$ cat src/hdl/pat_pkg.sv
// ----------------------------------------------------------------------------
// pat_pkg
// Shared types and codes of the triangle primitive assembly block.
// ----------------------------------------------------------------------------
package pat_pkg;

	localparam int IDX_W  = 32;
	localparam int HDL_W  = 16;
	localparam int SLOT_W = IDX_W + HDL_W;
	localparam int ID_W   = 32;
	localparam int RC_W   = 40;
	localparam int VC_W   = 24;
	localparam int IC_W   = 16;
	localparam int CFG_W  = 24;
	localparam int NRD    = 6;

	localparam logic [2:0] MODE_LIST   = 3'd0;
	localparam logic [2:0] MODE_STRIP  = 3'd1;
	localparam logic [2:0] MODE_FAN    = 3'd2;
	localparam logic [2:0] MODE_QUAD   = 3'd3;
	localparam logic [2:0] MODE_QSTRIP = 3'd4;

	localparam logic [1:0] REG_MODE   = 2'd0;
	localparam logic [1:0] REG_VCOUNT = 2'd1;
	localparam logic [1:0] REG_ICOUNT = 2'd2;

	localparam logic KIND_START  = 1'b0;
	localparam logic KIND_VERTEX = 1'b1;

	// what one accepted item leaves for the result stage
	typedef struct packed {
		logic [1:0]       tri_vld;
		logic             end_vld;
		logic [ID_W-1:0]  tri_id;
		logic [ID_W-1:0]  end_id;
		logic [NRD-1:0]   fwd_hit;
		logic [IDX_W-1:0] fwd_index;
		logic [HDL_W-1:0] fwd_handle;
	} pat_run_t;

	typedef struct packed {
		logic                  is_end;
		logic [ID_W-1:0]       tri_id;
		logic [2:0][IDX_W-1:0] idx;
		logic [2:0][HDL_W-1:0] hdl;
		logic                  last;
	} pat_res_t;

endpackage

$ cat src/hdl/pat_out.sv
// ----------------------------------------------------------------------------
// pat_out
// Result stage: gathers corner data, drops degenerate triangles and queues
// up to three results of one item for the output channel.
// ----------------------------------------------------------------------------
module pat_out (
	input  logic                                      clk,
	input  logic                                      arst_n,
	input  logic                                      acc,
	input  pat_pkg::pat_run_t                         run,
	input  logic [pat_pkg::NRD-1:0][pat_pkg::SLOT_W-1:0] rdata,
	input  logic                                      out_ready,
	output logic                                      in_ready,
	output logic                                      out_valid,
	output pat_pkg::pat_res_t                         res
);

	logic              vld_s1;
	pat_pkg::pat_run_t run_s1;

	pat_pkg::pat_res_t ent_q [3];
	logic [1:0]        n_q;
	logic [1:0]        head_q;

	logic [pat_pkg::SLOT_W-1:0] slot;
	pat_pkg::pat_res_t          tr [2];
	pat_pkg::pat_res_t          endr;
	pat_pkg::pat_res_t          lst [3];
	logic [1:0]                 emit;
	logic [1:0]                 n_new;
	logic                       last_xfer;
	logic                       s2_free;
	logic                       move;

	always_comb begin
		slot = '0;
		for (int t = 0; t < 2; t++) begin
			tr[t].is_end = 1'b0;
			tr[t].tri_id = run_s1.tri_id + pat_pkg::ID_W'(t);
			tr[t].last = 1'b0;
			for (int j = 0; j < 3; j++) begin
				slot = run_s1.fwd_hit[3*t+j] ? {run_s1.fwd_index, run_s1.fwd_handle}
					: rdata[3*t+j];
				tr[t].idx[2-j] = slot[pat_pkg::SLOT_W-1:pat_pkg::HDL_W];
				tr[t].hdl[2-j] = slot[pat_pkg::HDL_W-1:0];
			end
			emit[t] = run_s1.tri_vld[t] && !(tr[t].idx[2] == tr[t].idx[1] ||
				tr[t].idx[1] == tr[t].idx[0] || tr[t].idx[0] == tr[t].idx[2]);
		end

		endr = '0;
		endr.is_end = 1'b1;
		endr.tri_id = run_s1.end_id;

		lst[0] = emit[0] ? tr[0] : (emit[1] ? tr[1] : endr);
		lst[1] = (emit[0] && emit[1]) ? tr[1] : endr;
		lst[2] = endr;
		n_new = 2'(emit[0]) + 2'(emit[1]) + 2'(run_s1.end_vld);
		for (int i = 0; i < 3; i++) begin
			lst[i].last = (2'(i + 1) == n_new);
		end

		out_valid = (head_q != n_q);
		res = ent_q[head_q];
		last_xfer = out_valid && out_ready && (head_q + 2'd1 == n_q);
		s2_free = (n_q == 2'd0) || last_xfer;
		move = vld_s1 && s2_free;
		in_ready = !vld_s1 || move;
	end

	always_ff @(posedge clk or negedge arst_n) begin
		if (!arst_n) begin
			vld_s1 <= 1'b0;
		end else if (acc) begin
			vld_s1 <= 1'b1;
		end else if (move) begin
			vld_s1 <= 1'b0;
		end
	end

	always_ff @(posedge clk) begin
		if (acc) begin
			run_s1 <= run;
		end
		if (move) begin
			for (int i = 0; i < 3; i++) begin
				ent_q[i] <= lst[i];
			end
		end
	end

	// result buffer pointers, cleared once the last result is transferred
	always_ff @(posedge clk or negedge arst_n) begin
		if (!arst_n) begin
			n_q <= '0;
			head_q <= '0;
		end else if (move) begin
			n_q <= n_new;
			head_q <= '0;
		end else if (last_xfer) begin
			n_q <= '0;
			head_q <= '0;
		end else if (out_valid && out_ready) begin
			head_q <= head_q + 2'd1;
		end
	end

endmodule

$ cat config.mk
export PLATFORM = sky130hd
export DESIGN_NAME = pat_out
export DESIGN_NICKNAME = d
export VERILOG_FILES = /design/src/hdl/pat_pkg.sv /design/src/hdl/pat_out.sv
export SDC_FILE = /design/constraint.sdc
export NUM_CORES = 1
export LEC_CHECK = 0
export BUFFER_PORTS_ARGS = -buffer_cell sky130_fd_sc_hd__buf_2
export CORE_ASPECT_RATIO = 1.5
export CORE_MARGIN = 2
export CORE_UTILIZATION = 40
export CTS_CLUSTER_DIAMETER = 80
export DETAILED_ROUTE_END_ITERATION = 16
export PLACE_DENSITY = 0.58
export SETUP_SLACK_MARGIN = 0.02
export SYNTH_ARGS = -nofsm -noshare
export SYNTH_HDL_FRONTEND = slang
export SYNTH_SLANG_ARGS = --single-unit
$ cat constraint.sdc
create_clock -name clk -period 12.15 [get_ports clk]
set_input_delay 1.215 -clock clk [delete_from_list [all_inputs] [get_ports clk]]
set_output_delay 1.215 -clock clk [all_outputs]
set_load 0.01 [all_outputs]
# Word-level counts from Yosys, hierarchy flattened
# Memories as Yosys holds them, arrays and structs flattened.
# Cells that the tools add are included.
[word_totals]
reg_bits = 126
ramBits = 534
inputBits = 413
word_cells = 63
n_memories = 1
[classes]
add_sub_neg = 4
n_eq_ne = 11
muxes = 18
reduce_logical = 19
[memory_table]
columns = ["name", "depth", "width", "rd", "rd_clocked_by_memory_dff", "wr", "line", "source"]
rows = [
  ["ent_q", 3, 178, 1, 0, 3, "pat_out.sv:21", "pat_pkg::pat_res_t ent_q [3];"],
]
[op_table]
columns = ["cell", "n"]
rows = [
  ["$mux 178", 3],
  ["$mux 48", 6],
  ["$eq 32x32->1", 6],
  ["$add 32x1->32 const B", 1],
  ["$mux 2", 5],
  ["$logic_and 1x1->1", 6],
  ["$logic_or 1x1->1", 6],
  ["$eq 2x2->1 const A", 2],
  ["$mux 1", 4],
  ["$reduce_bool 2->1", 2],
  ["$logic_not 1->1", 3],
  ["$reduce_bool 3->1", 1],
  ["$add 1x1->2", 1],
  ["$add 2x1->2", 1],
  ["$add 2x1->2 const B", 1],
  ["$eq 1x2->1 const A", 1],
  ["$eq 2x2->1", 1],
  ["$logic_not 2->1", 1],
  ["$ne 2x2->1", 1],
]

# Depth between registers and ports, before layout
# Gate-level depths: netlist of the first run.
[logic_depth]
word_depth = 9
depth_mapped = 15
ltp_nobuf = 10

# Least setup slack after synthesis of the first run
# Ideal clock, no wire load.
[synth_timing]
path_kind = "in2reg"
startpoint = "in out_ready"
endpoint = "mem ent_q[0][0] (netlist name), enable pin"
setup_ns = 0.739
arrival_ns = 8.992
slack_ns = 2.420
path_stages = 4
path_cell_list = "nand2_1 -> o21ai_0 -> nand2_1 -> inv_1"
[synth_lines]
columns = ["element", "line", "source"]
rows = [
  ["from (decl)", "pat_out.sv:12", "input logic out_ready,"],
  ["to (decl)", "pat_out.sv:21", ""],
]

==> flow_summary.toml, run 1 <==
[logic_synthesis]
syn_nets = 3342
synth.distinct_cells = 64
synth_area_per_cell_um2 = 11.0
synthCells = 2927
ys_warn_count = 0
async_flop_share = 0.00971
synth_edf_count = 510
syn_area_um2 = 32300
ys_seq_elements = 515
synth_flop_cell = "edfxtp_1"
seq_area_frac_synth = 0.479

[cts]
cts-root-buf = "clkbuf_16"
hold_buffers = 0
cts_tree = "done"
numCtsBuffers = 54
worstSkewPairLatency_ps = 660
cts_setup_buffers = 0
ctsHtreeMaxLevel = 2
clk_pin_slew_ps = 70
cts.sinks = 515
clock_path_buffers = 3
cts.repair.resized = 0

[global_routing]
grt_max_degree = 138
grt_pass1_vias = 26000
grt_pass1_wl_mm = 187
grt.overflow.total = 0
antenna_found_initial = 60
grtUsageTotal = 0.315

[routing]
drtPass1Iterations = 6
detail_route.wl_per_cell_um = 30.3
routed_wirelength_mm = 135
routed-via-count = 27100
drt.antenna.violating_nets = 0
vias_per_cell = 6.09
drtIter0Drc = 3020
drc = 0

[sta]
min_period_ps = 6670
slew_viol_final = 0
tightest_slew_ps = 1260
finalCritPeriodShare = 0.549
relSlewSlack = 0.134
setup_viol = 0
fin_skew_ps = 37.3
rsz0062_at_grt = "no"
finalHoldViolations = 0
final.setup.tns_ps = 0
max_clock_freq_ghz = 0.150

[floorplanning]
core-area_um2 = 79900
die_w_um = 236
start_util = 0.404
die_area_um2 = 83000
io_pins = 593
num_rows = 127
die_h_um = 352

[placement]
numPortBuffers = 592
place_congestion = 1.01
dp_hpwl_mm = 97.6

[power_and_ir_drop]
leakagePower_nw = 14.4
power_density_nw_per_um2 = 206
ir_drop_v = 0.000197
finalPower_mw = 7.72

[setup_path]
crit_fanout = 114
criticalPathCategory = "register to register"
critPathRequiredTime_ps = 12550
end_kind = "register"
cp.arrival_ps = 7070
start_kind = "register"

[final_layout]
multi_input_area_um2 = 15200
final_cell_mix = "591 x buf_2, 510 x edfxtp_1, 494 x mux2i_1"
nets = 3755
nFillCells = 7574
drive_gt1_frac = 0.231
final_common_cell = "buf_2"
synthToLayoutAreaGrowth_pct = 16.1
seq_area_um2 = 15400

[outcome]
status = "completed"

[hold_path]
min_path_type = "input pin to asynchronous set/reset pin"

[flow_run]
cap_violations = 0
-- cell type report --
type,instances,area share
Multi-Input combinational cell,2066,0.405
Clock buffer,72,0.0395
Sequential cell,515,0.413
Tap cell,1032,0.0345
Antenna cell,39,0.00261
Clock inverter,28,0.00939
Timing Repair Buffer,642,0.0900
Inverter,61,0.00638
-- report_power, final --
part           switching, mW  total, mW  internal (mW)
Combinational           1.93       2.89          0.960
Sequential             0.267       3.10           2.84
Clock                  0.759       1.73          0.971
Total                   2.95       7.72           4.77
-- critical path, stage by stage (launching register included) --
cell and delay, ps:
edfxtp_1 320, buf_4 470, buf_4 620, mux2i_1 830, xor2_1 140, nand3_1 130
o22ai_1 90, nand3_1 140, and2_4 620, buf_4 820, nand3_4 860, buf_12 550
mux2_2 400
-- worst paths after layout --
| kind | start | endpoint | slack, ps | depth (start not counted) |
|---|---|---|---|---|
| max in group asynchronous | arst_n | head_q[0] | 11620 | 1 |
| max reg2reg | run_s1[49] | ent_q[1][168] | 5480 | 12 |
| min in group clk | endr[145] | ent_q[2][145] | 460 | 0 |
| min | arst_n | vld_s1 | 370 | 1 |
| min reg2reg | endr[145] | ent_q[2][145] | 460 | 0 |
| max | run_s1[49] | ent_q[1][168] | 5480 | 12 |
-- metrics by stage --
stage	std cells	utilization	worst slack, ps	hold WS, ps	area (um^2)
floorplan	2927	-	2420	426	32300
global placement	4315	0.444	5830	440	35500
detailed placement	4315	0.444	5830	442	35500
CTS	4415	0.467	5750	336	37300
global route	4440	0.468	5440	351	37400
finish	4455	0.468	5480	371	37400
-- synthesized netlist by cell type (39+ instances only) --
cell type	n	area (um^2)
edfxtp_1	510	15300
mux2i_1	494	4940
nor2_1	339	1270
xnor2_1	245	2150
or3_1	144	901
clkbuf_1	124	465
o21ai_0	118	591
a221o_1	94	941
nand2_1	80	300
o21ai_1	79	395
buf_2	66	330
xor2_1	62	543
o221ai_1	61	534
inv_1	58	218
nand4_1	40	250
nand3_1	39	195
-- state kept, by name (all words and copies together) (netlist names) --
signal	count
ent_q	389
run_s1	89
endr	32
head_q	2
n_q	2
vld_s1	1
-- cell families after synthesis --
kind of cell / share of synthesized area
AO/OA/AOI/OAI: 0.114
XOR/XNOR: 0.0834
adder cells (fa/ha/maj): 0.00101
buffers and inverters: 0.0518
flip-flops: 0.479
multiplexers: 0.165
AND/OR/NAND/NOR: 0.106
-- layer usage --
layer | track usage | vias up | routed length (um)
met5 | 0 | - | 223
met4 | 0.216 | 36 | 10500
met3 | 0.0645 | 414 | 11900
met2 | 0.500 | 1537 | 61600
met1 | 0.387 | 13400 | 50700
li1 | - | 11800 | -
Power figures use the tool's default switching activity.
==> inputs of run 2 (changes only) <==
clock period = 6.8 ns   (was 12.15 ns; I/O delays follow)
==> run 2 against run 1 <==
Against the previous run: register-to-register slack got worse by 3700 ps; cell count about the same; routed wire length increased by 1.0%; combinational power increased by 80%; die area unchanged; clock skew about the same; sequential share of layout area decreased by 0.10 points; first-iteration DRC count decreased by 4.2%; setup slack got worse by 3700 ps; fmax increased by 32%; global-route usage increased by 0.42 points.
==> flow_summary.toml, run 2 (synthesis gave the netlist of run 1 again) <==
[outcome]
status = "completed"

[sta]
rsz0062_at_grt = "no"
min_period_ps = 5040
setup_viol = 0
finalHoldViolations = 0
finalCritPeriodShare = 0.741
max_clock_freq_ghz = 0.198
tightest_slew_ps = 1380
slew_viol_final = 0
relSlewSlack = 0.0544
fin_skew_ps = 37.7
layout_setup_ws_ps = 1760

[cts]
cts_tree = "done"
clk_pin_slew_ps = 70
cts-root-buf = "clkbuf_16"
cts.repair.resized = 0
ctsHtreeMaxLevel = 2
cts_setup_buffers = 0
clock_path_buffers = 3
numCtsBuffers = 55
worstSkewPairLatency_ps = 670
cts.sinks = 515
hold_buffers = 1

[floorplanning]
num_rows = 127
die_w_um = 236
core-area_um2 = 79900
die_h_um = 352
io_pins = 593
die_area_um2 = 83000
start_util = 0.404

[final_layout]
largest_reg_flops = 389
synthToLayoutAreaGrowth_pct = 16.4
drive_gt1_frac = 0.231
nets = 3750
final_common_cell = "buf_2"
nFillCells = 7622
seq_area_um2 = 15400
final_cell_mix = "591 x buf_2, 510 x edfxtp_1, 494 x mux2i_1"
multi_input_area_um2 = 15200
top_register = "ent_q"
fin_area_um2 = 37500

[flow_run]
cap_violations = 0

[setup_path]
criticalPathCategory = "register to register"
critical_path.most_common_cell = "buf_12"
crit_fanout = 84
critPathRequiredTime_ps = 7310
crit_chain = "buf_12, mux2i_1, xor2_1, nor4_1, nand4_1, o21a_1, nand2_8, buf_12, or3_1, o21ai_1"
start_kind = "register"
crit_family = "multiplexers"
end_kind = "register"
cpPeakStageDelay_ps = 1170
crit_path_top_delay_cell = "mux2i_1"
critPathBufInv = 2
cp.arrival_ps = 5550

[power_and_ir_drop]
finalPower_mw = 13.8
ir_drop_v = 0.000515
switchingPower_mw = 5.30
intPower_mw = 8.51
combPwrFrac = 0.376
sequentialPowerShare = 0.401
clockPowerShare = 0.223
leakagePower_nw = 14.5
power_density_nw_per_um2 = 368
sw_frac_of_total = 0.383

[routing]
drt.antenna.violating_nets = 0
drtPass1Iterations = 5
drc = 0
drtIter0Drc = 2893
detail_route.wl_per_cell_um = 30.6
routed-via-count = 27200
vias_per_cell = 6.10
routed_wirelength_mm = 136

[placement]
dp_hpwl_mm = 98.2
pre_cts_ws_ps = 1940
numPortBuffers = 592
placed_cell_area_um2 = 35600
place_congestion = 0.976

[global_routing]
grt_pass1_vias = 26400
grt.overflow.total = 0
grtUsageTotal = 0.319
grt_max_degree = 167
grt_pass1_wl_mm = 190
antenna_found_initial = 54

[hold_path]
min_path_type = "input pin to register"
## run 2: cell count changes in the layout (fill, tap and decap cells not counted), sizes merged
cell	delta
dlygate4sd3	+1
clkinvlp	+2
diode	+3
clkinv	+10
clkbuf	-14
buf	-7
inv	+4
## run 2: layer usage
metal | up-vias | GRT usage | part of all wire
li1 | 11800 | - | -
met1 | 13400 | 0.392 | 0.38
met2 | 1502 | 0.507 | 0.46
met3 | 407 | 0.0639 | 0.086
met4 | 30 | 0.217 | 0.074
met5 | - | 0 | 0.0015
## run 2: power by group through the flow
stage	Clock (mW)	Combinational, mW	Sequential, mW
4_1_cts	3.12	5.19	5.53
2_1_floorplan	0	3.03	5.49
3_5_place_dp	0	5.17	5.60
6_report	3.07	5.19	5.54
3_3_place_gp	0	5.16	5.57
5_1_grt	3.23	5.54	5.65
## run 2: metrics by stage
step	hold slack, ps	util	instances	TNS, ps
floorplan	384	-	2927	-191320
global placement	437	0.445	4309	0
detailed placement	434	0.445	4309	0
CTS	148	0.468	4412	0
global route	160	0.469	4440	0
finish	179	0.470	4454	0
## run 2: layout make-up
| cell class | count | share of cell area |
|---|---|---|
| flip-flops and latches | 515 | 0.412 |
| multi-input cells | 2066 | 0.404 |
| repair buffers | 636 | 0.0923 |
| clock buffers | 58 | 0.0370 |
| well taps | 1032 | 0.0344 |
| clock inverters | 44 | 0.0115 |
| inverters | 61 | 0.00627 |
| diodes | 42 | 0.00280 |
## run 2: final timing paths
path | startpoint | endpoint | slack [ps] | depth (start not counted)
max in group asynchronous | arst_n | head_q[0] | 6210 | 2
min in group asynchronous | arst_n | head_q[1] | 430 | 2
setup / recovery | run_s1[52] | ent_q[0][29] | 1760 | 10
hold reg to reg | endr[145] | ent_q[2][145] | 450 | 0
hold / removal | run[74] | endr[165] | 180 | 1
setup reg to reg | run_s1[52] | ent_q[0][29] | 1760 | 10
