`config.mk`:
```
export PLATFORM = sky130hd
export DESIGN_NAME = pat_ctrl
export DESIGN_NICKNAME = d
export VERILOG_FILES = /design/src/hdl/pat_pkg.sv /design/src/hdl/pat_ctrl.sv
export SDC_FILE = /design/constraint.sdc
export NUM_CORES = 2
export LEC_CHECK = 0
export ABC_AREA = 1
export BUFFER_PORTS_ARGS = -buffer_cell sky130_fd_sc_hd__buf_4
export CAP_MARGIN = 10
export CORE_ASPECT_RATIO = 1.2
export CORE_MARGIN = 1.5
export CORE_UTILIZATION = 44
export CTS_CLUSTER_DIAMETER = 30
export DETAILED_ROUTE_END_ITERATION = 12
export MAX_ROUTING_LAYER = met4
export PLACE_DENSITY = 0.7
export SLEW_MARGIN = 20
export SYNTH_ARGS = -nofsm -noshare
export SYNTH_HDL_FRONTEND = slang
export SYNTH_SLANG_ARGS = --single-unit
```
`constraint.sdc`:
```
create_clock -name clk -period 15.8 [get_ports clk]
set_input_delay 1.58 -clock clk [delete_from_list [all_inputs] [get_ports clk]]
set_output_delay 1.58 -clock clk [all_outputs]
set_load 0.01 [all_outputs]
```
`src/hdl/pat_pkg.sv`:
```
// ----------------------------------------------------------------------------
// pat_pkg
// Shared types and codes of the triangle primitive assembly block.
// ----------------------------------------------------------------------------
package pat_pkg;

	localparam int IDX_W  = 32;
	localparam int HDL_W  = 16;
	localparam int SLOT_W = IDX_W + HDL_W;
	localparam int ID_W   = 32;
	localparam int RC_W   = 40;
	localparam int VC_W   = 24;
	localparam int IC_W   = 16;
	localparam int CFG_W  = 24;
	localparam int NRD    = 6;

	localparam logic [2:0] MODE_LIST   = 3'd0;
	localparam logic [2:0] MODE_STRIP  = 3'd1;
	localparam logic [2:0] MODE_FAN    = 3'd2;
	localparam logic [2:0] MODE_QUAD   = 3'd3;
	localparam logic [2:0] MODE_QSTRIP = 3'd4;

	localparam logic [1:0] REG_MODE   = 2'd0;
	localparam logic [1:0] REG_VCOUNT = 2'd1;
	localparam logic [1:0] REG_ICOUNT = 2'd2;

	localparam logic KIND_START  = 1'b0;
	localparam logic KIND_VERTEX = 1'b1;

	// what one accepted item leaves for the result stage
	typedef struct packed {
		logic [1:0]       tri_vld;
		logic             end_vld;
		logic [ID_W-1:0]  tri_id;
		logic [ID_W-1:0]  end_id;
		logic [NRD-1:0]   fwd_hit;
		logic [IDX_W-1:0] fwd_index;
		logic [HDL_W-1:0] fwd_handle;
	} pat_run_t;

	typedef struct packed {
		logic                  is_end;
		logic [ID_W-1:0]       tri_id;
		logic [2:0][IDX_W-1:0] idx;
		logic [2:0][HDL_W-1:0] hdl;
		logic                  last;
	} pat_res_t;

endpackage

```
`src/hdl/pat_ctrl.sv`:
```
// ----------------------------------------------------------------------------
// pat_ctrl
// Configuration registers, queue pointers and counters; works out the
// triangles of one item and the slot addresses of their corners.
// ----------------------------------------------------------------------------
module pat_ctrl #(
	parameter int QD = 16,
	localparam int AW = $clog2(QD),
	localparam int AW1 = AW + 1,
	localparam int CW = $clog2(QD + 1)
) (
	input  logic                            clk,
	input  logic                            arst_n,
	input  logic                            acc,
	input  logic                            kind,
	input  logic [pat_pkg::IDX_W-1:0]       vertex_index,
	input  logic [pat_pkg::HDL_W-1:0]       attr_handle,
	input  logic                            cfg_we,
	input  logic [1:0]                      cfg_addr,
	input  logic [pat_pkg::CFG_W-1:0]       cfg_wdata,
	output logic                            wr_en,
	output logic [AW-1:0]                   wr_addr,
	output logic [pat_pkg::NRD-1:0][AW-1:0] rd_addr,
	output pat_pkg::pat_run_t               run
);

	typedef struct packed {
		logic          ok;
		logic [CW-1:0] sc;
		logic [AW-1:0] ns;
		logic          odd;
		logic [AW-1:0] a;
		logic [AW-1:0] b;
		logic [AW-1:0] c;
	} step_t;

	logic [2:0]                  mode_q;
	logic [pat_pkg::VC_W-1:0]    vc_q;
	logic [pat_pkg::IC_W-1:0]    ic_q;
	logic [pat_pkg::RC_W-1:0]    total_q;
	logic [CW-1:0]               sc_q;
	logic [pat_pkg::RC_W-1:0]    rc_q;
	logic [AW-1:0]               ws_q;
	logic [AW-1:0]               ns_q;
	logic                        odd_q;
	logic [pat_pkg::ID_W-1:0]    tc_q;
	logic                        fin_q;

	logic [2:0]               em;
	logic                     quad;
	logic [CW-1:0]            need;
	logic                     is_vtx;
	logic                     do_step;
	logic                     upd;
	logic [CW-1:0]            sc0;
	logic [AW-1:0]            ns0;
	logic                     odd0;
	logic [pat_pkg::RC_W-1:0] rc_n;
	logic [AW-1:0]            ws_n;
	logic [pat_pkg::ID_W-1:0] tc0;
	step_t                    st1;
	step_t                    st2;
	logic [1:0]               tv;
	logic [CW-1:0]            sc_f;
	logic [AW-1:0]            ns_f;
	logic                     odd_f;
	logic [pat_pkg::ID_W-1:0] tc_f;
	logic                     end_vld;
	logic                     fin_f;

	function automatic logic [AW-1:0] bck(input logic [AW-1:0] s, input logic [2:0] k);
		logic [AW1-1:0] t;
		t = {1'b0, s};
		if (t >= AW1'(k)) begin
			return AW'(t - AW1'(k));
		end
		return AW'(t + AW1'(QD) - AW1'(k));
	endfunction

	function automatic logic [AW-1:0] fwd(input logic [AW-1:0] s, input logic [2:0] k);
		logic [AW1-1:0] t;
		t = {1'b0, s} + AW1'(k);
		if (t >= AW1'(QD)) begin
			t = t - AW1'(QD);
		end
		return t[AW-1:0];
	endfunction

	function automatic step_t asm_step(input logic [2:0] m, input logic [CW-1:0] sc,
			input logic [AW-1:0] ns, input logic odd);
		step_t r;
		logic [CW-1:0] nd;
		nd = (m == pat_pkg::MODE_QUAD || m == pat_pkg::MODE_QSTRIP) ? CW'(4) : CW'(3);
		r.ok = (sc >= nd);
		r.sc = sc;
		r.ns = ns;
		r.odd = odd;
		r.a = ns;
		r.b = ns;
		r.c = ns;
		case (m)
			pat_pkg::MODE_STRIP: begin
				r.sc = sc - CW'(1);
				if (odd) begin
					r.a = bck(ns, 3'd2);
					r.b = bck(ns, 3'd1);
					r.odd = 1'b0;
				end else begin
					r.a = bck(ns, 3'd1);
					r.b = bck(ns, 3'd2);
					r.odd = 1'b1;
				end
				r.ns = fwd(ns, 3'd1);
			end
			pat_pkg::MODE_FAN: begin
				r.sc = sc - CW'(1);
				r.a = '0;
				r.b = (ns == AW'(1)) ? AW'(QD - 1) : bck(ns, 3'd1);
				r.ns = (ns == AW'(QD - 1)) ? AW'(1) : fwd(ns, 3'd1);
			end
			pat_pkg::MODE_QUAD: begin
				if (odd) begin
					r.a = bck(ns, 3'd3);
					r.b = bck(ns, 3'd2);
					r.odd = 1'b0;
				end else begin
					r.sc = sc - CW'(4);
					r.a = bck(ns, 3'd2);
					r.b = bck(ns, 3'd1);
					r.odd = 1'b1;
					r.ns = fwd(ns, 3'd4);
				end
			end
			pat_pkg::MODE_QSTRIP: begin
				if (odd) begin
					r.a = bck(ns, 3'd3);
					r.b = bck(ns, 3'd2);
					r.odd = 1'b0;
				end else begin
					r.sc = sc - CW'(2);
					r.a = bck(ns, 3'd1);
					r.b = bck(ns, 3'd3);
					r.odd = 1'b1;
					r.ns = fwd(ns, 3'd2);
				end
			end
			default: begin
				r.sc = sc - CW'(3);
				r.a = bck(ns, 3'd2);
				r.b = bck(ns, 3'd1);
				r.ns = fwd(ns, 3'd3);
			end
		endcase
		if (!r.ok) begin
			r.sc = sc;
			r.ns = ns;
			r.odd = odd;
		end
		return r;
	endfunction

	always_comb begin
		em = (mode_q <= pat_pkg::MODE_QSTRIP) ? mode_q : pat_pkg::MODE_LIST;
		quad = (em == pat_pkg::MODE_QUAD) || (em == pat_pkg::MODE_QSTRIP);
		need = quad ? CW'(4) : CW'(3);
		is_vtx = (kind == pat_pkg::KIND_VERTEX);
		do_step = is_vtx && !fin_q;
		upd = acc && (!is_vtx || !fin_q);

		if (is_vtx) begin
			sc0 = (sc_q < CW'(QD)) ? sc_q + CW'(1) : sc_q;
			ns0 = ns_q;
			odd0 = odd_q;
			rc_n = rc_q + pat_pkg::RC_W'(1);
			tc0 = tc_q;
			if (em == pat_pkg::MODE_FAN && ws_q == AW'(QD - 1)) begin
				ws_n = AW'(1);
			end else begin
				ws_n = fwd(ws_q, 3'd1);
			end
		end else begin
			sc0 = '0;
			ns0 = quad ? AW'(3) : AW'(2);
			odd0 = 1'b1;
			rc_n = '0;
			tc0 = '0;
			ws_n = '0;
		end

		st1 = asm_step(em, sc0, ns0, odd0);
		st2 = asm_step(em, st1.sc, st1.ns, st1.odd);
		tv[0] = do_step && st1.ok;
		tv[1] = do_step && st1.ok && st2.ok;

		if (tv[1]) begin
			sc_f = st2.sc;
			ns_f = st2.ns;
			odd_f = st2.odd;
			tc_f = tc0 + pat_pkg::ID_W'(2);
		end else if (tv[0]) begin
			sc_f = st1.sc;
			ns_f = st1.ns;
			odd_f = st1.odd;
			tc_f = tc0 + pat_pkg::ID_W'(1);
		end else begin
			sc_f = sc0;
			ns_f = ns0;
			odd_f = odd0;
			tc_f = tc0;
		end

		end_vld = (!is_vtx || !fin_q) && (rc_n == total_q) && (sc_f < need);
		fin_f = end_vld || (is_vtx && fin_q);

		wr_en = acc && do_step;
		wr_addr = ws_q;
		rd_addr[0] = st1.a;
		rd_addr[1] = st1.b;
		rd_addr[2] = st1.c;
		rd_addr[3] = st2.a;
		rd_addr[4] = st2.b;
		rd_addr[5] = st2.c;

		run.tri_vld = tv;
		run.end_vld = end_vld;
		run.tri_id = tc0;
		run.end_id = tc_f;
		for (int k = 0; k < pat_pkg::NRD; k++) begin
			run.fwd_hit[k] = do_step && (rd_addr[k] == ws_q);
		end
		run.fwd_index = vertex_index;
		run.fwd_handle = attr_handle;
	end

	always_ff @(posedge clk or negedge arst_n) begin
		if (!arst_n) begin
			mode_q <= pat_pkg::MODE_LIST;
			vc_q <= '0;
			ic_q <= pat_pkg::IC_W'(1);
			total_q <= '0;
		end else if (cfg_we) begin
			case (cfg_addr)
				pat_pkg::REG_MODE: begin
					mode_q <= cfg_wdata[2:0];
				end
				pat_pkg::REG_VCOUNT: begin
					vc_q <= cfg_wdata[pat_pkg::VC_W-1:0];
					total_q <= pat_pkg::RC_W'(cfg_wdata[pat_pkg::VC_W-1:0])
						* pat_pkg::RC_W'(ic_q);
				end
				pat_pkg::REG_ICOUNT: begin
					ic_q <= cfg_wdata[pat_pkg::IC_W-1:0];
					total_q <= pat_pkg::RC_W'(vc_q)
						* pat_pkg::RC_W'(cfg_wdata[pat_pkg::IC_W-1:0]);
				end
				default: begin
				end
			endcase
		end
	end

	always_ff @(posedge clk or negedge arst_n) begin
		if (!arst_n) begin
			sc_q <= '0;
			rc_q <= '0;
			ws_q <= '0;
			ns_q <= '0;
			odd_q <= 1'b1;
			tc_q <= '0;
			fin_q <= 1'b0;
		end else if (upd) begin
			sc_q <= sc_f;
			rc_q <= rc_n;
			ws_q <= ws_n;
			ns_q <= ns_f;
			odd_q <= odd_f;
			tc_q <= tc_f;
			fin_q <= fin_f;
		end
	end

endmodule

```
* Word level (Yosys, flattened, before mapping)
Cells that the tools add are included.
W data, S select, Z words.
** Storage, ports and cells
- Logic and storage cells :: 257
- Bits in registers :: 170
** Cells by class
- Muxes and demuxes :: 135
- Add/sub/neg operators :: 44
- Reductions and logical operators :: 27
- Equality and inequality tests :: 18
- Magnitude comparators :: 20
- Multiply operators :: 2
** Operators by type and width (number)
- $mux W4 :: 54
- $mux W32 :: 3
- $mux W9 :: 10
- $mul A24 B16 Y40 :: 2
- $pmux W40 S2 :: 1
- $pmux W9 S4 :: 2
- $pmux W8 S4 :: 2
- $mux W1 :: 52
- $sub A4 B1 Y4 const B :: 13
- $ge A5 B5 Y1 const B :: 9
- $add A40 B1 Y40 const B :: 1
- $eq A40 B40 Y1 :: 1
- $mux W40 :: 1
- $add A32 B1 Y32 const B :: 1
- $add A32 B2 Y32 const B :: 1
- $sub A4 B2 Y4 const B :: 8
- $eq A4 B4 Y1 :: 6
- $add A4 B2 Y5 const B :: 4
- $mux W10 :: 2
- $mux W5 :: 4
- $sub A5 B2 Y5 const B :: 4
- $ge A4 B2 Y1 const B :: 4
- $add A4 B1 Y5 const B :: 3
- $logic_and A1 B1 Y1 :: 15
- 26 further kinds :: 43

* Longest topological paths before layout
- Depth in word-level cells :: 26
- Mapped depth :: 43
- Gate-level depth less buffers :: 42

* Worst setup path after synthesis
OpenSTA, ideal clock, no wires.
- Path kind :: input port to output port
- From :: in kind
- To :: out run[118] in the netlist's numbering
- Arrival time :: 5923 ps
- Cell stages on the path :: 39
- Path buffers :: 3
- Setup slack :: 8297 ps
- Cells stage by stage :: buf_4 -> buf_6 -> nand3_1 -> ha_1 -> inv_1 -> nand2_1 -> nand2_1 -> nand2_1 -> nand2_1 -> nand3_2 -> nor2_8 -> nand2_1 -> nand2_1 -> inv_1 -> ha_1 -> o21ai_0 -> nand2_1 -> a21oi_1 -> [3 not listed] -> inv_1 -> a22oi_1 -> a21boi_1 -> ha_1 -> a21oi_1 -> nand4_1 -> nor2_1 -> nand2_1 -> nor2_1 -> nand4_1 -> nor3_1 -> nand3_1 -> nor2_1 -> nand2_1 -> nor2_1 -> nand2_1 -> inv_1 -> buf_4
** On the way
- Cells in the longest elaborated chain, start to end :: 12
- Elaborated cells between the ends (all ways) :: 36
- Those cells by class :: add/sub (8); order compare (3); eq/ne (1); mux (17); reduce/logical (7)
** Ends and longest elaborated chain
- start, declared :: RTL line pat_ctrl.sv:15 : input logic kind,
- $mux W5 :: RTL line pat_ctrl.sv:170 : if (is_vtx) begin
- $sub A5 B2 Y5 / $sub A5 B3 Y5 (equally long branches) :: RTL line pat_ctrl.sv:140, pat_ctrl.sv:127
- $mux W9 (on tied branches) :: RTL line pat_ctrl.sv:135, pat_ctrl.sv:122
- $pmux W9 S4 :: RTL line pat_ctrl.sv:101 : case (m)
- $mux W10 :: RTL line pat_ctrl.sv:154 : if (!r.ok) begin
- $sub A5 B2 Y5 / $sub A5 B3 Y5 (equally long branches) :: RTL line pat_ctrl.sv:140, pat_ctrl.sv:127
- $mux W9 (on tied branches) :: RTL line pat_ctrl.sv:135, pat_ctrl.sv:122
- $pmux W9 S4 :: RTL line pat_ctrl.sv:101
- $mux W10 :: RTL line pat_ctrl.sv:154
- $mux W5 * :: RTL line pat_ctrl.sv:195 : if (tv[1]) begin
- net sc_f[2] :: RTL line pat_ctrl.sv:64 : logic [CW-1:0] sc_f;
- $lt A5 B3 Y1 * :: RTL line pat_ctrl.sv:212 : end_vld = (!is_vtx || !fin_q) && (rc_n == total_q) && (sc_f < need);
- $logic_and A1 B1 Y1 * :: RTL line pat_ctrl.sv:212
- end, declared :: RTL line pat_ctrl.sv:24 : output pat_pkg::pat_run_t run
The timed path passes the listed nets; every way through them passes the cells marked *.

==> flow_summary.json <==
{
  "status": "completed",
  "synth_cells": 5714,
  "grt_pass1_vias": 36400,
  "worstSkewPairLatency_ns": 0.51,
  "grt_overflow": 0,
  "slew_headroom_pct": 21.4,
  "synth_edf_count": 0,
  "fp-row-count": 121,
  "ant_nets": 0,
  "cp_slowest_cell": "nand3_1",
  "grt_max_degree": 98,
  "die_area_mm2": 0.0930,
  "root_buffer": "clkbuf_16",
  "netlist_area_mm2": 0.0401,
  "ys_seq_area_share_pct": 10.6,
  "vias_per_cell": 5.31,
  "finalCritPeriodShare_pct": 58.2,
  "vias": 35900,
  "htree_levels": 4,
  "final_cell_area_mm2": 0.0420,
  "pre_cts_slack_ns": 6.65,
  "worstSetupPathType": "in2out",
  "cts_resized": 0,
  "layout_commonest_cell": "nand2_1",
  "drt-initial-drc-count": 2801,
  "dr.pass1.iters": 6,
  "rsz0062_at_grt": "false",
  "worstHoldPathType": "reg2reg",
  "worstMarginPinSlew_ns": 1.18,
  "clock_skew_ns": 0.0244,
  "finalHoldViolCount": 0,
  "multiInputGateArea_mm2": 0.0292,
  "cts_setup_buffers": 0,
  "numPortBuffers": 132,
  "area_growth_syn_to_layout_pct": 4.63,
  "crit_fanout": 58,
  "path_clk_slew_ns": 0.08,
  "worstSetupStartpointType": "input pin",
  "finalWirelength_um": 121000,
  "core-area_mm2": 0.0905,
  "cts_tree": "yes",
  "finalCriticalPeriod_ns": 9.19,
  "end_kind": "output port",
  "synth_ff_type": "dfrtp_1",
  "initial_core_util_pct": 44.3,
  "drive_above_1_share_pct": 5.14,
  "grt_util_all_layers_pct": 27.2,
  "fin_setup_tns_ns": 0,
  "cap_violations": 0,
  "crit_path_frequent_cell": "nand2_1",
  "antenna_found_initial": 0,
  "cp_data_arrival_time_ns": 7.61,
  "cts_inserted_buffers": 17,
  "post_dp_cell_area_mm2": 0.0413,
  "yosys_register_bits": 170,
  "layout_setup_ws_ns": 6.61,
  "setup_viol": 0,
  "synth_cell_types": 64,
  "avgSynthCellArea_um2": 7.02,
  "die_h_um": 334,
  "die-width_um": 279,
  "yosysWarnings": 0,
  "cts.sinks": 170,
  "layout.nets": 6540,
  "cts_max_path_buffers": 2,
  "seqCellArea_mm2": 0.00426,
  "grt_pass1_wl_um": 196000,
  "required_ns": 14.22,
  "synthesis.nets": 6680,
  "max_freq_mhz": 109,
  "hold_buffers": 0,
  "synthArstFlopShare_pct": 100,
  "drc": 0,
  "avgRoutedWirePerCell_um": 18.0,
  "io-pin-count": 229,
  "place_congestion": 0.962,
  "slew_violations": 0,
  "dp_hpwl_um": 94500,
  "n_antenna_cell": 0,
  "crit_path_max_incr_delay_ns": 0.51,
  "final_cell_mix": "1571 x nand2_1, 1360 x inv_1, 612 x fa_1",
  "fillers": 9195
}
[metrics by stage]
step	utilization, %	std cells	hold WS (ns)
floorplan	-	5714	0.450
global placement	45.6	6723	0.466
detailed placement	45.6	6723	0.470
CTS	46.4	6755	0.490
global route	46.4	6755	0.509
finish	46.4	6755	0.492
[final cells by class]
type                       count  share of cell area [%]
clock buffer                  18                    1.05
clock inverter                14                   0.486
inverter                    1382                    12.4
multi-input combinational   3845                    69.6
sequential                   170                    10.1
tap                         1168                    3.48
timing repair buffer         158                    2.84
[logic make-up after synthesis]
logic type / after synthesis / synth area share, %
buffers and inverters: 1699 / 16.5
AO/OA/AOI/OAI: 597 / 8.34
multiplexers: 9 / 0.250
XOR/XNOR: 87 / 1.90
adder cells (fa/ha/maj): 887 / 39.1
AND/OR/NAND/NOR: 2265 / 23.2
flip-flops: 170 / 10.6
[metal layers]
metal	track usage, %	vias to the layer above	share of wire (%)
li1	-	16700	-
met2	46.1	1400	49
met1	32.6	17400	39
met3	3.09	326	6.4
met4	12.3	0	5.0
met5	-	-	0
[sequential cells by signal (all words and copies together), names as in the netlist]
name	count
ns_q	4
vc_q	24
mode_q	3
ic_q	16
odd_q	1
rc_q	40
wr_addr	4
total_q	40
fin_q	1
sc_q	5
tc_q	32
[worst paths after layout]
check                              start          end  slack (ns)  depth (start not counted)
worst max-delay path                kind     run[118]        6.61                         37
worst min-delay path            tc_q[18]     tc_q[18]        0.49                          2
worst max register to register  vc_q[14]  total_q[32]        8.81                         23
worst min register to register  tc_q[18]     tc_q[18]        0.49                          2
max in group asynchronous         arst_n  total_q[38]       13.48                          2
min in group asynchronous         arst_n     vc_q[12]        1.06                          1
[critical path: cells and delay by family]
| family | cells | cell delay (ns) |
|---|---|---|
| simple gates | 23 | 2.95 |
| buf+inv | 6 | 1.33 |
| fa+ha+maj | 3 | 0.89 |
| compound gates | 5 | 0.80 |
[cells in the mapped netlist, types with 12 or more instances]
library cell | instances | area (um^2)
a31oi_1 | 68 | 425
buf_2 | 16 | 80.1
nand2_2 | 14 | 87.6
clkbuf_1 | 239 | 897
nand3_1 | 210 | 1050
nand2_1 | 1573 | 5900
fa_1 | 612 | 12300
o21ai_1 | 16 | 80.1
o211ai_1 | 12 | 90.1
nand4_1 | 62 | 388
o21ai_0 | 253 | 1270
a21oi_1 | 171 | 856
ha_1 | 275 | 3440
dfrtp_1 | 168 | 4200
buf_4 | 53 | 398
or2_2 | 13 | 81.3
xor2_1 | 66 | 578
inv_1 | 1361 | 5110
xnor2_1 | 21 | 184
inv_2 | 16 | 60.1
nor3_1 | 36 | 180
nor2_1 | 304 | 1140
Power is left out: the tool's default activity adds up to more than one toggle a clock period on the data nets, which glitch-free logic cannot reach.
