==> src/hdl/pat_ram.sv <==
// ----------------------------------------------------------------------------
// pat_ram
// Vertex slot memory: one write port, two registered read ports.
// ----------------------------------------------------------------------------
module pat_ram #(
	parameter int DEPTH = 16,
	parameter int W = 48,
	localparam int AW = $clog2(DEPTH)
) (
	input  logic          clk,
	input  logic          we,
	input  logic [AW-1:0] waddr,
	input  logic [W-1:0]  wdata,
	input  logic          re,
	input  logic [AW-1:0] raddr0,
	input  logic [AW-1:0] raddr1,
	output logic [W-1:0]  rdata0,
	output logic [W-1:0]  rdata1
);

	logic [W-1:0] mem [DEPTH];

	always_ff @(posedge clk) begin
		if (we) begin
			mem[waddr] <= wdata;
		end
		if (re) begin
			rdata0 <= mem[raddr0];
			rdata1 <= mem[raddr1];
		end
	end

endmodule

==> config.mk <==
export PLATFORM = sky130hd
export DESIGN_NAME = pat_ram
export DESIGN_NICKNAME = d
export VERILOG_FILES = /design/src/hdl/pat_ram.sv
export SDC_FILE = /design/constraint.sdc
export NUM_CORES = 1
export LEC_CHECK = 0
export ABC_CLOCK_PERIOD_IN_PS = 11990
export BUFFER_PORTS_ARGS = -buffer_cell sky130_fd_sc_hd__buf_2
export CORE_ASPECT_RATIO = 0.8
export CORE_MARGIN = 10
export CORE_UTILIZATION = 51
export DETAILED_ROUTE_END_ITERATION = 7
export PLACE_DENSITY = 0.67
export SETUP_SLACK_MARGIN = 0.1
export SLEW_MARGIN = 20
export SYNTH_ARGS = -nofsm -noshare
export SYNTH_HDL_FRONTEND = slang
export SYNTH_SLANG_ARGS = --single-unit
export TNS_END_PERCENT = 30
==> constraint.sdc <==
create_clock -name clk -period 11.99 [get_ports clk]
set_clock_uncertainty 0.05 [all_clocks]
set_input_delay 1.199 -clock clk [delete_from_list [all_inputs] [get_ports clk]]
set_output_delay 1.199 -clock clk [all_outputs]
set_load 0.01 [all_outputs]
Word level (Yosys, flattened, before mapping)
Memory sizes are Yosys's and may differ from the RTL's. A register that Yosys moved wholly into a read port is not among the register bits.
Cells that the tools add are included.
W data, S select, Z words.
Word-level totals
  memories: 1
  memory bits (writable): 768
  word-level logic and storage cells: 3
  output and inout bits: 96
  input bits: 63
  register bits after elaboration: 0
Memory list
  mem: depth 16, width 48, read ports 2, clocked after Yosys merged registers in 2, wr ports 1, line 21  | logic [W-1:0] mem [DEPTH];
Operators by class
  multiplexer cells: 2
Operators by type and width (count)
  $mux W1: 2

Longest topological paths before layout
Gate-level depths: netlist (run 1).
  word-level depth: 2
  mapped depth: 6
  gate-level depth less buffers: 3

Worst setup path after synthesis (run 1)
OpenSTA, ideal clock, no wires.
  path type: input to register
  start point: in waddr[2]
  end point: mem mem[0][0], enable pin
  cell stages on the path: 2
  arrival time: 4.990 ns
  library setup time: 0.513 ns
  setup slack: 6.437 ns
  buffers on the path: 0
  data required time: 11.427 ns
  cells stage by stage: or3b_2 nor3_1
RTL lines
  start: declaration: line 12  | input logic [AW-1:0] waddr,
  end: declaration: line 21
No word-level cell before the write port.

==> results of run 1 <==
==> worst paths after layout <==
path | cells after the start | slack, ns | start | to
worst min register to register | 3 | 0.72 | mem[15][13]$_DFFE_PP_ | rdata0[13]$_DFFE_PP_
worst max register to register | 3 | 10.39 | mem[9][14]$_DFFE_PP_ | rdata1[14]$_DFFE_PP_
worst min-delay path | 3 | 0.72 | mem[15][13]$_DFFE_PP_ | rdata0[13]$_DFFE_PP_
worst max-delay path | 6 | 7.82 | raddr0[0] | rdata0[3]$_DFFE_PP_
==> cells in the mapped netlist (all sizes together) <==
cell type	number	share of area
a22oi	192	0.039
or3b	1	0.00024
mux4	384	0.23
clkbuf	46	0.0046
nand3	1	0.00013
nor3	4	0.00054
nand2	97	0.0098
edfxtp	864	0.70
nand3b	2	0.00040
nor2b	4	0.00067
nor2	14	0.0014
and2	2	0.00034
nand2b	2	0.00034
buf	80	0.012
==> power breakdown <==
part           internal (µW)  total, µW  switching [µW]
combinational            206        486             280
sequential              3420       3460            35.4
clock                   1500       2600            1100
==> layout make-up <==
| class | count | area (µm²) | share of cell area |
|---|---|---|---|
| flip-flops and latches | 864 | 25900 | 0.622 |
| multi-input cells | 703 | 10800 | 0.258 |
| clock buffers | 110 | 2310 | 0.0553 |
| well taps | 945 | 1180 | 0.0283 |
| repair buffers | 196 | 1160 | 0.0278 |
| clock inverters | 43 | 375 | 0.00899 |
| diodes | 1 | 2.50 | 0.0000600 |
==> registers in the layout (all words and copies together) (netlist names) <==
signal / cells
rdata0: 48
mem: 768
rdata1: 48
==> per-layer routing <==
metal,vias up,routed length [µm]
li1,7786,-
met1,10500,37800
met2,1037,46900
met3,154,9380
met4,12,1810
met5,-,80
==> per-stage QoR <==
stage          power [µW]  worst slack [ns]
6_report             6540              7.82
3_3_place_gp         4000              7.06
4_1_cts              6590              7.72
5_1_grt              6760              7.39
2_1_floorplan        3810              6.44
3_5_place_dp         4010              7.03
==> critical path: stages <==
cell	delay [ns]
buf_8	0.62
buf_4	0.74
buf_4	0.91
mux4_2	0.60
a22oi_1	0.21
nand2_1	0.10
==> cells by family after synthesis <==
group	count (synthesis)	synth area share
buffers and inverters	126	0.0163
AND/OR/NAND/NOR	127	0.0139
AO/OA/AOI/OAI	192	0.0388
flip-flops	864	0.698
multiplexers	384	0.233
==> impl_results.md, run 1 <==
- Quantity of I/O buffers inserted on ports: 158
- Maximum capacitance violations: 0
- Total negative slack for setup checks: 0 ns
- Number of distinct standard cells referenced by the synthesized netlist: 17
- Final routed wire length divided by cell count: 33.5 µm
- Layout Cell Area excl Fill: about 42,000 µm²
- Boundary Pins: 159
- Sum of net half-perimeters after detailed placement: 46,100 µm
- Via count: 19.5k
- Net count reported at finish: 1,914
- Later-pin clock latency in the skew report: between 0.6 and 0.7 ns
- Critical setup path kind: in -> reg
- Setup repair after global routing missed its margin: no
- Post-synthesis sequential area ratio: 0.698
- Area of the mapped netlist: approximately 37,000 µm²
- Layout cells sized above 1: 0.375
- Final cell count without fillers: 2,862
- Largest net degree at the start of global routing: 111
- Number of hold buffers added after cts: 0
- Highest ir drop seen on vdd: between 90 and 100 µV
- Number of detailed-route iterations in the first pass: 5
- Time the final worst path needs with I/O delays and setup: 4.17 ns
- Initial cell density of the core: 0.515
- Actual slew at the worst max-slew pin: 1.18 ns
- Number of failing hold endpoints at the final stage: 0
- Max-slew headroom: 0.212
- TritonCTS clock tree: built
- Setup bufs post-CTS: 0
- Number of slew-limit violations in the final report: 0
- Die Y: 261 µm
- Overall overflow remaining after global route: 0
- GRT busiest layer: met2
- Nature of the critical path endpoint: flop
- Remaining antenna violation count after routing: 0
- Met3 routing resource usage after global routing: 0.0517
- GRT Resource Usage Total: 0.230
- Filler cell count: 5,163
- Final worst hold slack: 0.718 ns
- Die X: 322 µm
- Vias in the first global route: 20.6k
- H-tree depth: 3
- Floorplan core area: 72,100 µm²
- Fmax: between 200 and 250 MHz
- Synthesized area divided by synthesized cell count: 21.9 µm²
- PostCTS Resize Cnt: 0
- Die area: 84,100 µm²
- Most frequent standard cell in the layout excluding fill and tap cells: edfxtp_1
- First-pass GRT wire length: approximately 140,000 µm
- CTS root buf: clkbuf_16
- Maximum count of clock buffers along a single path: 3
- Nature of the critical path startpoint: input pin
- Clock transition at the registers of the reported paths: approximately 0.060 ns
- Cell Count Post-Placement: 2,706
- Detailed-route wire length: 96,000 µm
- Data required time of the critical path: 12.31 ns
- Final clock period utilization by the worst path: 0.347
- Leakage dissipation: between 0.01 and 0.015 µW
- Arrival time of the worst setup path: 4.48 ns
- Status: completed
- Number of synthesized register bits: roughly 860
- Number of standard cells after synthesis: 1,693
- Synth Warn #: 0
- Met2 GRT Util: 0.371
- Cell Rows: 88
- Met1 Resource Use GR: 0.324
- PD cells: 157 nW/µm²
- Util after Layout: 0.579
- Area Overhead vs Synth: 12.3%
- Largest fanout on the critical path: 70
- Number of nets produced by synthesis: between 1.5k and 2k
- Routed vias/inst: 6.80
- Residual DRC count: 0
- Antenna violations before repair: 7
- Class of the tightest hold or removal check: reg -> reg
- RD Place Congestion: 0.723
- TritonCTS buffer count: 86
- Setup Viol. Count Final: 0
- Most frequent cells in the layout: 864 x edfxtp_1, 384 x mux4_2, 192 x a22oi_1
- Placed Instance Area: 39,000 µm²
- Starting DRT DRC Count: around 2.7k
- TritonCTS Sinks: 864
No activity file was read; power rests on OpenSTA's default activity.
==> inputs of run 2 (changes only) <==
--- a/config.mk
+++ b/config.mk
@@ -5,13 +5,13 @@
 export SDC_FILE = /design/constraint.sdc
 export NUM_CORES = 1
 export LEC_CHECK = 0
-export ABC_CLOCK_PERIOD_IN_PS = 11990
+export ABC_CLOCK_PERIOD_IN_PS = 3800
 export BUFFER_PORTS_ARGS = -buffer_cell sky130_fd_sc_hd__buf_2
 export CORE_ASPECT_RATIO = 0.8
 export CORE_MARGIN = 10
 export CORE_UTILIZATION = 51
 export DETAILED_ROUTE_END_ITERATION = 7
-export PLACE_DENSITY = 0.67
+export PLACE_DENSITY = 0.7
 export SETUP_SLACK_MARGIN = 0.1
 export SLEW_MARGIN = 20
 export SYNTH_ARGS = -nofsm -noshare
==> constraint.sdc (replaced) <==
create_clock -name clk -period 3.8 [get_ports clk]
set_clock_uncertainty 0.05 [all_clocks]
set_input_delay 0.38 -clock clk [delete_from_list [all_inputs] [get_ports clk]]
set_output_delay 0.38 -clock clk [all_outputs]
set_load 0.01 [all_outputs]
==> run 2 against run 1 <==
Effect of this change:
- global-route usage increased by 0.32 points
- final area increased by 1.3%
- sequential power increased to 3.2 times the previous value
- flip-flop and latch count stayed put
- worst setup slack got worse by 5.9 ns
- final cell count is 0.73% higher
- die area is the same
- power rose to 3.2 times the previous value
- sequential share of layout area decreased by 0.83 points
- via count grew 1.4%
- critical endpoint is now mem[0][42]$_DFFE_PP_
- largest power group unchanged
==> impl_results.md, run 2 (synthesis results as in run 1) <==
- Status: completed
- Setup repair after global routing missed its margin: no
- Quantity of I/O buffers inserted on ports: 158
- Clock transition at the registers of the reported paths: 0.06 ns
- Sequential Area: 25,900 µm²
- PostCTS Resize Cnt: 0
- Worst setup margin: 1.95 ns
- Vias in the first global route: between 20k and 25k
- Via count: 19.7k
- Fmax: 541 MHz
- TritonCTS clock tree: built
- Number of slew-limit violations in the final report: 0
- Critical setup path kind: in -> reg
- Number of detailed-route iterations in the first pass: 5
- PD cells: 488 nW/µm²
- Die X: 322 µm
- Overall overflow remaining after global route: 0
- Net count reported at finish: 1,937
- Cell Rows: 88
- Highest ir drop seen on vdd: 286 µV
- Post-placement worst setup slack: about 1.3 ns
- Leading registers by flop count: mem: 768 flops, rdata0: 48 flops, rdata1: 48 flops
- Nature of the critical path startpoint: input pin
- Filler cell count: 5,054
- Actual slew at the worst max-slew pin: 1.02 ns
- RD Place Congestion: 0.762
- Nature of the critical path endpoint: flop
- Most flop-heavy register: mem
- TritonCTS buffer count: 85
- Later-pin clock latency in the skew report: between 0.6 and 0.7 ns
- First-pass GRT wire length: 143,000 µm
- Class of the tightest hold or removal check: in -> reg
- Initial cell density of the core: 0.515
- Area Overhead vs Synth: 13.8%
- Final clock period utilization by the worst path: 0.486
- Max-slew headroom: 0.318
- Remaining antenna violation count after routing: 0
- Total negative slack for setup checks: 0 ns
- Layout cells sized above 1: 0.384
- Pwr Total: slightly above 20,000 µW
- Boundary Pins: 159
- TritonCTS Sinks: 864
- Antenna violations before repair: 5
- Most frequent standard cell in the layout excluding fill and tap cells: edfxtp_1
- Floorplan core area: 72,100 µm²
- Number of failing hold endpoints at the final stage: 0
- Die Y: ~260 µm
- Data required time of the critical path: 4.06 ns
- Arrival time of the worst setup path: between 2 and 2.5 ns
- Number of hold buffers added after cts: 0
- Routed vias/inst: 6.84
- CTS root buf: clkbuf_16
- Largest net degree at the start of global routing: 63
- Leakage dissipation: ~0.014 µW
- Largest fanout on the critical path: 19
- H-tree depth: 3
- Die area: 84,100 µm²
- Sum of net half-perimeters after detailed placement: 50,900 µm
- Detailed-route wire length: 97,300 µm
- Maximum capacitance violations: 0
- Setup bufs post-CTS: 0
- GRT Resource Usage Total: 0.234
- Number of flip-flops in the largest register: 768
- Time the final worst path needs with I/O delays and setup: 1.85 ns
- Maximum count of clock buffers along a single path: 3
- Starting DRT DRC Count: 2,401
- Final routed wire length divided by cell count: 33.8 µm
- Most frequent cells in the layout: 864 x edfxtp_1, 384 x mux4_2, 192 x a22oi_1
- Multi-input combinational cell area: 10,800 µm²
- Residual DRC count: 0
- Setup Viol. Count Final: 0
[run 2: changes by cell type in the layout (fill, tap and decap cells not counted), sizes merged]
cell,delta
buf,+24
clkbuf,-5
clkinv,-3
clkinvlp,+3
diode,+2
[run 2: critical path, cell delays in order]
cell and delay [ns]:
buf_2 0.12, or3b_2 0.60, nor3_4 0.70, buf_12 0.29
[run 2: final cells by class]
class                      count  share of cell area
antenna                        3            0.000177
timing repair buffer         220              0.0407
tap                          945              0.0280
clock inverter                43             0.00896
multi-input combinational    703               0.255
clock buffer                 105              0.0541
sequential                   864               0.613
[run 2: where the power goes]
group          leakage [µW]  internal (µW)  switching [µW]
sequential          0.00790          10800             119
clock               0.00130           4720            3420
combinational       0.00438            688             907
total                0.0136          16200            4450
[run 2: through the flow]
stage,cells,util,hold WS [ns],area [µm²]
4_1_cts,2880,0.586,0.0446,42300
3_3_place_gp,2732,0.549,0.697,39600
5_1_grt,2880,0.586,0.0645,42300
3_5_place_dp,2732,0.549,0.710,39600
6_report,2883,0.587,0.0828,42300
2_1_floorplan,1693,-,0.429,37200
[run 2: routing by layer]
metal / GRT usage / wire (µm) / vias up
met1: 0.316 / 36700 / 10500
met4: 0.0586 / 2090 / 6
met3: 0.0747 / 11900 / 162
li1: - / - / 7843
met5: 0 / 35 / -
met2: 0.369 / 46600 / 1226
[run 2: path summary, 6_finish.rpt]
kind / start / end / slack [ns] / cells after the start
worst max-delay path: waddr[2] / mem[0][42]$_DFFE_PP_ / 1.95 / 4
worst min-delay path: wdata[46] / mem[15][46]$_DFFE_PP_ / 0.08 / 1
worst max register to register: mem[11][0]$_DFFE_PP_ / rdata1[0]$_DFFE_PP_ / 2.19 / 3
worst min register to register: mem[14][38]$_DFFE_PP_ / rdata1[38]$_DFFE_PP_ / 0.72 / 3
==> inputs of run 3 (changes only) <==
--- a/config.mk
+++ b/config.mk
@@ -5,7 +5,7 @@
 export SDC_FILE = /design/constraint.sdc
 export NUM_CORES = 1
 export LEC_CHECK = 0
-export ABC_CLOCK_PERIOD_IN_PS = 3800
+export ABC_CLOCK_PERIOD_IN_PS = 1530
 export BUFFER_PORTS_ARGS = -buffer_cell sky130_fd_sc_hd__buf_2
 export CORE_ASPECT_RATIO = 0.8
 export CORE_MARGIN = 10
==> constraint.sdc (replaced) <==
create_clock -name clk -period 1.53 [get_ports clk]
set_clock_uncertainty 0.05 [all_clocks]
set_input_delay 0.153 -clock clk [delete_from_list [all_inputs] [get_ports clk]]
set_output_delay 0.153 -clock clk [all_outputs]
set_load 0.01 [all_outputs]
==> run 3 against run 2 <==
Effect of this change:
- the run now ends with setup timing left
- worst setup slack got worse by 2.0 ns
- non-clock buffer count rose by 193
- clock power rose to 2.6 times the previous value
- final area rose by 8.2%
- first-iteration DRC count fell by 0.17%
- flip-flop and latch count did not move
- clock-buffer cell count fell by 6
- combinational power rose to 3.1 times the previous value
- final cell count rose by 7.1%
- hold slack improved by 0.082 ns
- largest power group unchanged
==> impl_results.md, run 3 (synthesis results as in run 1) <==
- Status: complete, but fails checks
- Failing checks: setup timing
- Max-slew headroom: 0.357
- Maximum capacitance violations: 0
- Combinational share of power: 0.092
- Switching Fraction: 0.224
- Nature of the critical path startpoint: flop
- Worst setup margin: -0.0712 ns
- Fmax: 625 MHz
- H-tree depth: 3
- Final cell count without fillers: 3,087
- Largest fanout on the critical path: 2
- Number of slew-limit violations in the final report: 0
- Via count: 20.5k
- Residual DRC count: 0
- Arrival time of the worst setup path: 1.93 ns
- Leakage dissipation: 0.0149 µW
- Most frequent cells in the layout: 864 x edfxtp_1, 384 x mux4_2, 153 x a22oi_2
- CTS root buf: clkbuf_16
- First-pass GRT wire length: 145,000 µm
- Hold Path End: mem[12][5]$_DFFE_PP_
- Largest net degree at the start of global routing: 45
- Detailed-routed wire length on met3: a little over 10,000 µm
- Number of flip-flops in the largest register: between 700 and 800
- Starting DRT DRC Count: 2,397
- Most frequent standard cell in the layout excluding fill and tap cells: edfxtp_1
- Overall overflow remaining after global route: 0
- Placed Instance Area: 41,600 µm²
- TritonCTS buffer count: 84
- Proportion of power drawn by the clock network: 0.397
- TritonCTS Sinks: 864
- Crit Reg-Reg Startpoint: mem[3][15]$_DFFE_PP_
- Quantity of I/O buffers inserted on ports: 158
- Vias in the first global route: approximately 22k
- Internal power contribution: 41,200 µW
- GRT Resource Usage Total: 0.236
- Remaining antenna violation count after routing: 0
- Setup Viol. Count Final: 7
- TritonCTS clock tree: built
- Net count reported at finish: about 2.1k
- Sw power: 11,900 µW
- Class of the tightest hold or removal check: in -> reg
- Maximum count of clock buffers along a single path: 3
- Cell Rows: 88
- Slowest cell on crit path: mux4_2
- Layout cells sized above 1: 0.497
- Boundary Pins: 159
- Area Overhead vs Synth: 23.2%
- R2R cell count: 3
- Nature of the critical path endpoint: flop
- RD Place Congestion: ~0.8
- Min-Delay Startpoint: waddr[1]
- Reg-to-reg slack, setup: -0.07 ns
- Layout Cell Area excl Fill: 45,800 µm²
- Antenna violations before repair: 6
- Later-pin clock latency in the skew report: 0.65 ns
- Sum of net half-perimeters after detailed placement: slightly above 60,000 µm
- Floorplan core area: 72,100 µm²
- Final clock period utilization by the worst path: 1.05
- Hold Path Depth: 4
- Largest delay contributor family on the critical path: multiplexers
- Final worst hold slack: 0.165 ns
- Met2 wire len: approximately 48,000 µm
- Max stage delay on crit path: roughly 0.50 ns
- Die area: 84,100 µm²
- Chain of cells forming the critical path: mux4_2, a22oi_2, nand2_1
- Cell Count Post-Placement: 2,876
- Actual slew at the worst max-slew pin: 0.963 ns
- Highest ir drop seen on vdd: 766 µV
- Setup repair after global routing missed its margin: yes
- Clock transition at the registers of the reported paths: 0.06 ns
- Critical setup path kind: reg -> reg
- Most flop-heavy register: mem
- Die Y: roughly 260 µm
- Die X: 322 µm
- Count of buffering cells on the critical path with inverters included: 0
- Number of detailed-route iterations in the first pass: 5
- Final routed wire length divided by cell count: approximately 32 µm
- Endpoint of the lowest-slack register-to-register path: rdata0[15]$_DFFE_PP_
- Detailed-route wire length: 98,900 µm
- Initial cell density of the core: 0.515
- Highest routed metal layer: met5
- Number of failing hold endpoints at the final stage: 0
- Data required time of the critical path: 1.86 ns
- PD cells: 1160 nW/µm²
- Wire length the detailed router placed on met1: 37,700 µm
- Proportion of power drawn by flip-flops and latches: 0.510
- Leading registers by flop count: mem: 768 flops, rdata0: 48 flops, rdata1: 48 flops
- Routed vias/inst: 6.66
- Time the final worst path needs with I/O delays and setup: 1.60 ns
[run 3: cell count changes in the layout (fill, tap and decap cells not counted), moves of 14 or more]
cell           delta
a22oi_2         +153
buf_4            +76
buf_2            -14
dlygate4sd3_1    +49
buf_6            +14
a22oi_1         -153
buf_12           +68
[run 3: worst max path at each step]
stage,from,endpoint,slack [ns],cells past startpoint
after CTS,rdata0[40]$_DFFE_PP_,rdata0[40],-0.05,1
after floorplan,waddr[2],mem[0][0]$_DFFE_PP_,-0.76,2
final,mem[3][15]$_DFFE_PP_,rdata0[15]$_DFFE_PP_,-0.07,3
after global routing,mem[1][15]$_DFFE_PP_,rdata0[15]$_DFFE_PP_,-0.11,3
after global placement,raddr0[0],rdata0[39]$_DFFE_PP_,-0.44,6
after detailed placement,raddr0[0],rdata0[39]$_DFFE_PP_,-0.43,6
[run 3: metrics by stage]
stage                     setup WS [ns]   util  power [µW]  setup TNS, ns
after CTS                       -0.0512  0.631       53300         -0.145
final                           -0.0712  0.635       53100         -0.187
after detailed placement         -0.434  0.577       32000         -96.27
after global placement           -0.440  0.577       31900         -88.18
after floorplan                  -0.762      -       29900        -445.11
after global routing             -0.108  0.634       54800         -0.761
[run 3: power by group through the flow]
stage / combinational, µW / sequential [µW] / clock (µW)
global route: 5180 / 27100 / 22400
detailed placement: 4460 / 27600 / 0
CTS: 4840 / 27100 / 21400
floorplan: 2280 / 27600 / 0
global placement: 4380 / 27500 / 0
finish: 4910 / 27100 / 21100
[run 3: what timing repair did]
item                       4_1_cts  5_1_grt
setup endpoints to repair      132      133
pin swaps                      173      100
gates resized for setup        132       43
hold buffers                    49        0
setup buffers                    0        0
hold endpoints to repair       777        0
[run 3: area by class of cell]
class                   instances  area [µm²]
fillers                      4651       26400
diodes                          5        12.5
well taps                     945        1180
clock inverters                58         646
repair buffers                413        4230
flip-flops and latches        864       25900
multi-input cells             703       11600
clock buffers                  99        2160
[run 3: worst reg2reg max path, stage by stage (launching register included)]
cell,delay [ns]
edfxtp_1,0.38
mux4_2,0.50
a22oi_2,0.30
nand2_1,0.11
[run 3: per-layer routing]
metal,global-route usage,vias to the layer above
met1,0.323,11000
met3,0.0589,214
li1,-,8244
met4,0.0663,4
met5,0,-
met2,0.379,1133
